**config.mk**
```make
export PLATFORM = sky130hd
export DESIGN_NAME = sip_client_non_invite_transaction_top
export DESIGN_NICKNAME = d
export VERILOG_FILES = /design/src/hw/rtl/sipnict_pkg.sv /design/src/hw/rtl/sipnict_core.sv /design/src/hw/rtl/sipnict_emit.sv /design/src/hw/rtl/sip_client_non_invite_transaction_top.sv
export SDC_FILE = /design/constraint.sdc
export NUM_CORES = 1
export LEC_CHECK = 0
export ABC_AREA = 1
export BUFFER_PORTS_ARGS = -buffer_cell sky130_fd_sc_hd__clkbuf_2
export CAP_MARGIN = 30
export CORE_AREA = 2 2 118 120
export DETAILED_ROUTE_END_ITERATION = 12
export DIE_AREA = 0 0 120 122
export GPL_TIMING_DRIVEN = 1
export MAX_ROUTING_LAYER = met4
export PLACE_DENSITY_LB_ADDON = 0.15
export SYNTH_ARGS = -nofsm -noshare
export SYNTH_HDL_FRONTEND = slang
export SYNTH_SLANG_ARGS = --single-unit
```
**constraint.sdc**
```tcl
create_clock -name aclk -period 4.5 [get_ports aclk]
set_input_delay 0.45 -clock aclk [delete_from_list [all_inputs] [get_ports aclk]]
set_output_delay 0.45 -clock aclk [all_outputs]
set_load 0.05 [all_outputs]
```
**src/hw/rtl/sipnict_pkg.sv**
```systemverilog
// Types and constants for the SIP client non-INVITE transaction block.
// Used by sipnict_core, sipnict_emit and the top level; no dependencies.
package sipnict_pkg;

    localparam int ACT_W    = 3;
    localparam int TID_W    = 2;
    localparam int TVAL_W   = 22;
    localparam int CODE_W   = 10;
    localparam int EV_W     = 3;
    localparam int IVL_W    = 16;
    localparam int CFG_IDX_W = 2;
    localparam int MAX_ACTS = 4;
    localparam int CNT_W    = 3;
    localparam int SEL_W    = 2;

    // Timer F multiplier is 64, a shift by six.
    localparam int F_SHIFT  = 6;

    localparam logic [CODE_W-1:0] TIMEOUT_CODE   = CODE_W'(408);
    localparam logic [CODE_W-1:0] TRANSPORT_CODE = CODE_W'(503);

    localparam logic [IVL_W-1:0] T1_RESET = IVL_W'(500);
    localparam logic [IVL_W-1:0] T2_RESET = IVL_W'(4000);
    localparam logic [IVL_W-1:0] T4_RESET = IVL_W'(5000);

    typedef enum logic [CFG_IDX_W-1:0] {
        REG_T1 = 2'd0,
        REG_T2 = 2'd1,
        REG_T4 = 2'd2
    } cfg_reg_t;

    typedef enum logic [2:0] {
        PH_IDLE       = 3'd0,
        PH_TRYING     = 3'd1,
        PH_PROCEEDING = 3'd2,
        PH_COMPLETED  = 3'd3,
        PH_TERMINATED = 3'd4
    } phase_t;

    typedef enum logic [EV_W-1:0] {
        EV_SEND      = 3'd0,
        EV_PROV      = 3'd1,
        EV_FINAL     = 3'd2,
        EV_TRANS_ERR = 3'd3,
        EV_TIMER_E   = 3'd4,
        EV_TIMER_F   = 3'd5,
        EV_TIMER_K   = 3'd6
    } event_t;

    typedef enum logic [ACT_W-1:0] {
        ACT_TRANSMIT = 3'd0,
        ACT_START    = 3'd1,
        ACT_STOP     = 3'd2,
        ACT_DELIVER  = 3'd3,
        ACT_RELEASE  = 3'd4
    } act_code_t;

    typedef enum logic [TID_W-1:0] {
        TMR_E = 2'd0,
        TMR_F = 2'd1,
        TMR_K = 2'd2
    } timer_t;

    typedef struct packed {
        act_code_t          action;
        timer_t             timer_id;
        logic [TVAL_W-1:0]  timer_value;
        logic [CODE_W-1:0]  status_code;
    } act_t;

    // One event's run of actions; only the first cnt entries are meaningful.
    typedef struct packed {
        logic [CNT_W-1:0]      cnt;
        act_t [MAX_ACTS-1:0]   acts;
    } bundle_t;

    function automatic act_t mk_act(act_code_t a, timer_t t,
                                    logic [TVAL_W-1:0] v, logic [CODE_W-1:0] c);
        act_t r;
        r.action      = a;
        r.timer_id    = t;
        r.timer_value = v;
        r.status_code = c;
        return r;
    endfunction

endpackage

```
**src/hw/rtl/sipnict_core.sv**
```systemverilog
// Transaction phase and retransmit interval registers plus event decode.
// Depends on sipnict_pkg; produces one action bundle per decoded event.
module sipnict_core
    import sipnict_pkg::*;
(
    input  logic                 aclk,
    input  logic                 aresetn,
    input  logic                 take,
    input  logic [EV_W-1:0]      req_type,
    input  logic [CODE_W-1:0]    response_code,
    input  logic [IVL_W-1:0]     t1,
    input  logic [IVL_W-1:0]     t2,
    input  logic [IVL_W-1:0]     t4,
    output bundle_t              bundle
);

    phase_t            phase_reg, phase_next;
    logic [IVL_W-1:0]  ivl_reg, ivl_next;
    logic              active;
    logic [IVL_W:0]    dbl;
    logic [IVL_W-1:0]  e_ivl;
    logic [TVAL_W-1:0] zero_v;
    logic [CODE_W-1:0] zero_c;

    // Hold phase and interval; update only when an event is decoded.
    always_ff @(posedge aclk) begin
        if (!aresetn) begin
            phase_reg <= PH_IDLE;
            ivl_reg   <= '0;
        end else if (take) begin
            phase_reg <= phase_next;
            ivl_reg   <= ivl_next;
        end
    end

    // Next timer E interval: double and cap at T2 in trying, T2 in proceeding.
    always_comb begin
        dbl = {ivl_reg, 1'b0};
        if (phase_reg == PH_TRYING) begin
            e_ivl = (dbl < {1'b0, t2}) ? dbl[IVL_W-1:0] : t2;
        end else begin
            e_ivl = t2;
        end
    end

    // Decode the event against the current phase into a run of actions.
    always_comb begin
        zero_v     = '0;
        zero_c     = '0;
        active     = (phase_reg == PH_TRYING) || (phase_reg == PH_PROCEEDING);
        phase_next = phase_reg;
        ivl_next   = ivl_reg;
        bundle     = '0;
        case (req_type)
            EV_SEND: begin
                if (phase_reg == PH_IDLE) begin
                    phase_next     = PH_TRYING;
                    ivl_next       = t1;
                    bundle.cnt     = CNT_W'(3);
                    bundle.acts[0] = mk_act(ACT_TRANSMIT, TMR_E, zero_v, zero_c);
                    bundle.acts[1] = mk_act(ACT_START, TMR_E,
                                            TVAL_W'(t1), zero_c);
                    bundle.acts[2] = mk_act(ACT_START, TMR_F,
                                            TVAL_W'(t1) << F_SHIFT, zero_c);
                end
            end
            EV_PROV: begin
                if (active) begin
                    phase_next     = PH_PROCEEDING;
                    bundle.cnt     = CNT_W'(1);
                    bundle.acts[0] = mk_act(ACT_DELIVER, TMR_E, zero_v,
                                            response_code);
                end
            end
            EV_FINAL: begin
                if (active) begin
                    phase_next     = PH_COMPLETED;
                    bundle.cnt     = CNT_W'(4);
                    bundle.acts[0] = mk_act(ACT_START, TMR_K,
                                            TVAL_W'(t4), zero_c);
                    bundle.acts[1] = mk_act(ACT_STOP, TMR_E, zero_v, zero_c);
                    bundle.acts[2] = mk_act(ACT_STOP, TMR_F, zero_v, zero_c);
                    bundle.acts[3] = mk_act(ACT_DELIVER, TMR_E, zero_v,
                                            response_code);
                end
            end
            EV_TRANS_ERR: begin
                if (active) begin
                    phase_next     = PH_TERMINATED;
                    bundle.cnt     = CNT_W'(4);
                    bundle.acts[0] = mk_act(ACT_STOP, TMR_E, zero_v, zero_c);
                    bundle.acts[1] = mk_act(ACT_STOP, TMR_F, zero_v, zero_c);
                    bundle.acts[2] = mk_act(ACT_DELIVER, TMR_E, zero_v,
                                            TRANSPORT_CODE);
                    bundle.acts[3] = mk_act(ACT_RELEASE, TMR_E, zero_v, zero_c);
                end
            end
            EV_TIMER_E: begin
                if (active) begin
                    ivl_next       = e_ivl;
                    bundle.cnt     = CNT_W'(2);
                    bundle.acts[0] = mk_act(ACT_START, TMR_E,
                                            TVAL_W'(e_ivl), zero_c);
                    bundle.acts[1] = mk_act(ACT_TRANSMIT, TMR_E, zero_v, zero_c);
                end
            end
            EV_TIMER_F: begin
                if (active) begin
                    phase_next     = PH_TERMINATED;
                    bundle.cnt     = CNT_W'(3);
                    bundle.acts[0] = mk_act(ACT_STOP, TMR_E, zero_v, zero_c);
                    bundle.acts[1] = mk_act(ACT_DELIVER, TMR_E, zero_v,
                                            TIMEOUT_CODE);
                    bundle.acts[2] = mk_act(ACT_RELEASE, TMR_E, zero_v, zero_c);
                end
            end
            EV_TIMER_K: begin
                if (phase_reg == PH_COMPLETED) begin
                    phase_next     = PH_TERMINATED;
                    bundle.cnt     = CNT_W'(1);
                    bundle.acts[0] = mk_act(ACT_RELEASE, TMR_E, zero_v, zero_c);
                end
            end
            default: begin
                bundle.cnt = '0;
            end
        endcase
    end

endmodule

```
**src/hw/rtl/sipnict_emit.sv**
```systemverilog
// Result register: holds one event's action bundle and sends it one beat
// per action on the result channel. Depends on sipnict_pkg.
module sipnict_emit
    import sipnict_pkg::*;
(
    input  logic                 aclk,
    input  logic                 aresetn,
    input  logic                 load,
    input  bundle_t              bundle,
    output logic                 can_load,
    output logic                 m_valid,
    input  logic                 m_ready,
    output logic [ACT_W-1:0]     m_action,
    output logic [TID_W-1:0]     m_timer_id,
    output logic [TVAL_W-1:0]    m_timer_value,
    output logic [CODE_W-1:0]    m_status_code,
    output logic                 m_last
);

    logic              busy_reg, busy_next;
    logic [SEL_W-1:0]  idx_reg, idx_next;
    bundle_t           bnd_reg;
    act_t              cur;
    logic              pop;

    assign cur           = bnd_reg.acts[idx_reg];
    assign m_valid       = busy_reg;
    assign m_action      = cur.action;
    assign m_timer_id    = cur.timer_id;
    assign m_timer_value = cur.timer_value;
    assign m_status_code = cur.status_code;
    assign m_last        = (CNT_W'(idx_reg) + CNT_W'(1)) == bnd_reg.cnt;
    assign pop           = busy_reg && m_ready;
    assign can_load      = !busy_reg || (pop && m_last);

    // Advance through the bundle; a new load takes priority.
    always_comb begin
        busy_next = busy_reg;
        idx_next  = idx_reg;
        if (load) begin
            busy_next = 1'b1;
            idx_next  = '0;
        end else if (pop) begin
            if (m_last) begin
                busy_next = 1'b0;
            end else begin
                idx_next = idx_reg + SEL_W'(1);
            end
        end
    end

    always_ff @(posedge aclk) begin
        if (!aresetn) begin
            busy_reg <= 1'b0;
            idx_reg  <= '0;
        end else begin
            busy_reg <= busy_next;
            idx_reg  <= idx_next;
        end
    end

    // Capture the bundle payload on load.
    always_ff @(posedge aclk) begin
        if (load) begin
            bnd_reg <= bundle;
        end
    end

endmodule

```
**src/hw/rtl/sip_client_non_invite_transaction_top.sv**
```systemverilog
// Top level of the SIP client non-INVITE transaction block.
// Depends on sipnict_pkg, sipnict_core and sipnict_emit.
//
// Each accepted event is held in an input register, decoded against the
// transaction phase once the result register can take it, and its run of
// zero to four actions is loaded into the result register, which sends one
// action per beat with m_last on the final one. An event that causes n
// actions occupies the result port for n beats, and the next event is not
// decoded until the last of those beats is taken; events that cause no
// action pass at one per cycle while the result register can load. The first
// result beat passes through the input register and then the result register.
// Timer values are T1, 64*T1 (22 bits), T4 and the timer E interval;
// configuration writes take effect at once and cfg_ready is always high.
module sip_client_non_invite_transaction_top
    import sipnict_pkg::*;
(
    input  logic                 aclk,
    input  logic                 aresetn,
    input  logic                 cfg_valid,
    output logic                 cfg_ready,
    input  logic [CFG_IDX_W-1:0] cfg_index,
    input  logic [IVL_W-1:0]     cfg_data,
    input  logic                 s_valid,
    output logic                 s_ready,
    input  logic [EV_W-1:0]      s_req_type,
    input  logic [CODE_W-1:0]    s_response_code,
    output logic                 m_valid,
    input  logic                 m_ready,
    output logic [ACT_W-1:0]     m_action,
    output logic [TID_W-1:0]     m_timer_id,
    output logic [TVAL_W-1:0]    m_timer_value,
    output logic [CODE_W-1:0]    m_status_code,
    output logic                 m_last
);

    logic [IVL_W-1:0]  t1_reg, t2_reg, t4_reg;
    logic              in_valid_reg;
    logic [EV_W-1:0]   req_type_reg;
    logic [CODE_W-1:0] response_code_reg;
    logic              take;
    logic              can_load;
    bundle_t           bundle;

    assign cfg_ready = 1'b1;

    // Configuration registers; writes to unused indexes are dropped.
    always_ff @(posedge aclk) begin
        if (!aresetn) begin
            t1_reg <= T1_RESET;
            t2_reg <= T2_RESET;
            t4_reg <= T4_RESET;
        end else if (cfg_valid && cfg_ready) begin
            case (cfg_index)
                REG_T1:  t1_reg <= cfg_data;
                REG_T2:  t2_reg <= cfg_data;
                REG_T4:  t4_reg <= cfg_data;
                default: t1_reg <= t1_reg;
            endcase
        end
    end

    // Input register: refill when empty or whenever the held event is decoded.
    assign take    = in_valid_reg && can_load;
    assign s_ready = !in_valid_reg || take;

    always_ff @(posedge aclk) begin
        if (!aresetn) begin
            in_valid_reg <= 1'b0;
        end else if (s_ready) begin
            in_valid_reg <= s_valid;
        end
    end

    always_ff @(posedge aclk) begin
        if (s_valid && s_ready) begin
            req_type_reg      <= s_req_type;
            response_code_reg <= s_response_code;
        end
    end

    sipnict_core u_core (
        .aclk          (aclk),
        .aresetn       (aresetn),
        .take          (take),
        .req_type      (req_type_reg),
        .response_code (response_code_reg),
        .t1            (t1_reg),
        .t2            (t2_reg),
        .t4            (t4_reg),
        .bundle        (bundle)
    );

    // Load only events that produce at least one action.
    sipnict_emit u_emit (
        .aclk          (aclk),
        .aresetn       (aresetn),
        .load          (take && (bundle.cnt != '0)),
        .bundle        (bundle),
        .can_load      (can_load),
        .m_valid       (m_valid),
        .m_ready       (m_ready),
        .m_action      (m_action),
        .m_timer_id    (m_timer_id),
        .m_timer_value (m_timer_value),
        .m_status_code (m_status_code),
        .m_last        (m_last)
    );

endmodule
```
==> flow_summary.toml <==
[finish]
area_growth_syn_to_layout_pct = 13.72
fin_cells = 1076
final_net_count = 934
drive_above_1_share_pct = 15.98
n_fill_cell = 1173
final_util_pct = 60.21
largest_reg_flops = 68

[place]
io_buffers = 75
gp_congestion = 0.8845
dpl.hpwl_um = 12250
pre_cts_slack_ns = 1.724
dp_cells = 1043

[die]
io_pins = 77
die_y_um = 122
chipWidth_um = 120
fp-row-count = 43
dieArea_um2 = 14640
core_um2 = 13500
initial_utilization_pct = 52.94

[global_routing]
grt_max_degree = 69
grt.overflow.total = 0
grt_pass1_vias = 5329
antenna_found_initial = 0
grt_usage_pct = 25.16
grt_pass1_wl_um = 27490

[timing]
fin_ws_ns = 1.593
rsz0062_at_grt = "false"
setup_viol = 0
finalClockSkew_ns = 0.007325
setup_tns_ns = 0
fin_crit_ns = 2.907
post-route-period-util_pct = 64.60
worstMarginPinSlew_ns = 0.8299
slew_violations = 0
fmax_ghz = 0.3440
max_slew_margin_pct = 44.47
finalHoldViolations = 0

[setup_path]
reg2reg_slack_ns = 1.72
required_ns = 4.05
crit_path_end_kind = "output port"
cp_max_fo = 11
r2r_start = "u_emit.idx_reg[0]$_SDFFE_PP0P_"
r2r_end = "u_emit.bnd_reg[13]$_DFFE_PP_"
crit_type = "register to output port"
start_kind = "register"
arrival_ns = 2.46
reg2reg_depth = 9

[routing]
vias_per_cell = 5.346
wl_per_cell_um = 15.97
wl_um = 17180
firstDrtPassIters = 5
post-route-drc-count = 0
antenna_left = 0
dr.first_iter.drc_count = 760
via_count = 5752

[clock_network]
htreeDepth = 4
clock_path_buffers = 2
clk_pin_slew_worst_paths_ns = 0.06
cts_resized = 0
cts_tree = "yes"
hold_buffers = 0
cts_setup_buffers = 0
clk_latency_ns = 0.42
cts_buffers = 17
cts_sinks = 152
cts_root_buf = "clkbuf_16"

[power]
clkPwrFrac_pct = 42.1
power_frac_comb_pct = 10.4
switching_share_pct = 25.36
seq_power_share_pct = 47.5
p_sw_uw = 824.8
ir_worst_vdd_v = 0.0002505
p_int_mw = 2.427
powerDensity_nw_per_um2 = 400.0
p_leak_nw = 3.623

[yosys]
synth_warnings = 0
synth_top_area_share_pct = 34.02
synthCells = 821
synth_top_area_cell = "edfxtp_1"
ys_seq_elements = 152
postSynth.asyncResetShare_pct = 0
synth.top_cells.by_area = "edfxtp_1 (34%), dfxtp_1 (20%), nand2_1 (9.1%)"
syn_area_um2 = 7149
synth-seq-area-share_pct = 53.90
ys_types = 42
synth.cells.most_frequent = "nand2_1 (174), inv_1 (104), edfxtp_1 (81), nor2_1 (80), dfxtp_1 (71)"
avgSynthCellArea_um2 = 8.708
yosysMostFrequentCell = "nand2_1"
synth-edff-count = 81
synthFlopType = "edfxtp_1"
syn-num-nets = 873

[status]
status = "finished clean"

[min_path]
hp-start = "s_response_code[0]"
min_to = "response_code_reg[0]$_DFFE_PP_"
worstHoldPathCells = 1
hold_class = "input port to register"

[job]
max_cap_violations = 0
[layout by cell type (no fill, tap or decap), drive strengths merged, types with 16 or more instances in the layout]
master	netlist	routed
o21ai	62	62
nand4	18	18
edfxtp	81	81
a21oi	63	63
nand3	43	43
clkbuf	25	94
dfxtp	71	71
o211ai	17	17
inv	114	116
nand2	184	184
ha	16	16
nor2	88	88
[routing by layer]
metal | vias to the layer above | wire length [um] | global-route usage (%)
met4 | 0 | 240 | 8.382
met2 | 221 | 7503 | 35.37
met1 | 2665 | 8137 | 35.55
met3 | 20 | 1302 | 6.320
met5 | - | 0 | -
li1 | 2846 | - | -
[critical path, cell delays in order (launching register included)]
cell and delay (ns):
dfxtp_1 0.42, inv_1 0.09, nand2_1 0.32, clkinv_1 0.39, nand2_1 0.17, nand2_1 0.11
a221o_1 0.28, clkbuf_2 0.24
[stage by stage]
step,total power [mW],hold slack [ns],instance area (um2)
floorplan,1.813,0.4292,7149
global placement,1.899,0.4385,7543
detailed placement,1.907,0.4444,7559
CTS,3.271,0.1826,8128
global route,3.363,0.1847,8128
finish,3.252,0.1998,8130
[cell type report]
class | instances | area, um2 | share of cell area, %
flip-flops and latches | 152 | 3854 | 47.40
repair buffers | 79 | 412.9 | 5.078
inverters | 115 | 434.2 | 5.340
diodes | 1 | 2.502 | 0.03078
clock buffers | 19 | 442.9 | 5.448
well taps | 180 | 225.2 | 2.770
clock inverters | 13 | 126.4 | 1.554
multi-input cells | 517 | 2633 | 32.38
[worst max path at each step]
stage | depth (start not counted) | slack [ns] | startpoint | endpoint
6_report | 7 | 1.59 | u_emit.idx_reg[1]$_SDFFE_PP0P_ | m_status_code[4]
5_1_grt | 7 | 1.33 | u_emit.idx_reg[1]$_SDFFE_PP0P_ | m_status_code[7]
4_1_cts | 7 | 1.57 | u_emit.idx_reg[1]$_SDFFE_PP0P_ | m_status_code[8]
3_5_place_dp | 9 | 1.72 | u_emit.idx_reg[0]$_SDFFE_PP0P_ | u_emit.bnd_reg[92]$_DFFE_PP_
3_3_place_gp | 9 | 1.83 | u_emit.idx_reg[0]$_SDFFE_PP0P_ | u_emit.bnd_reg[94]$_DFFE_PP_
2_1_floorplan | 8 | 1.36 | u_emit.idx_reg[1]$_SDFFE_PP0P_ | u_emit.bnd_reg[0]$_DFFE_PP_
[cells by family (layout without fill, tap and decap cells)]
kind of cell / Yosys count / in the layout / synth area share (%)
and+or+nand+nor: 339 / 339 / 21.12
AOI/OAI and AO/OA: 157 / 157 / 12.32
DFF: 152 / 152 / 53.90
buffers and inverters: 152 / 226 / 9.310
adders and majority gates: 16 / 16 / 2.800
xor gates and xnor gates: 4 / 4 / 0.4901
other: 1 / 2 / 0.05245
[power groups by stage]
stage / logic [mW] / registers, mW / clock network [mW]
2_1_floorplan: 0.247 / 1.57 / 0
3_3_place_gp: 0.328 / 1.57 / 0
3_5_place_dp: 0.334 / 1.57 / 0
4_1_cts: 0.336 / 1.54 / 1.39
5_1_grt: 0.369 / 1.55 / 1.44
6_report: 0.338 / 1.54 / 1.37
Power figures use the tool's default switching activity.
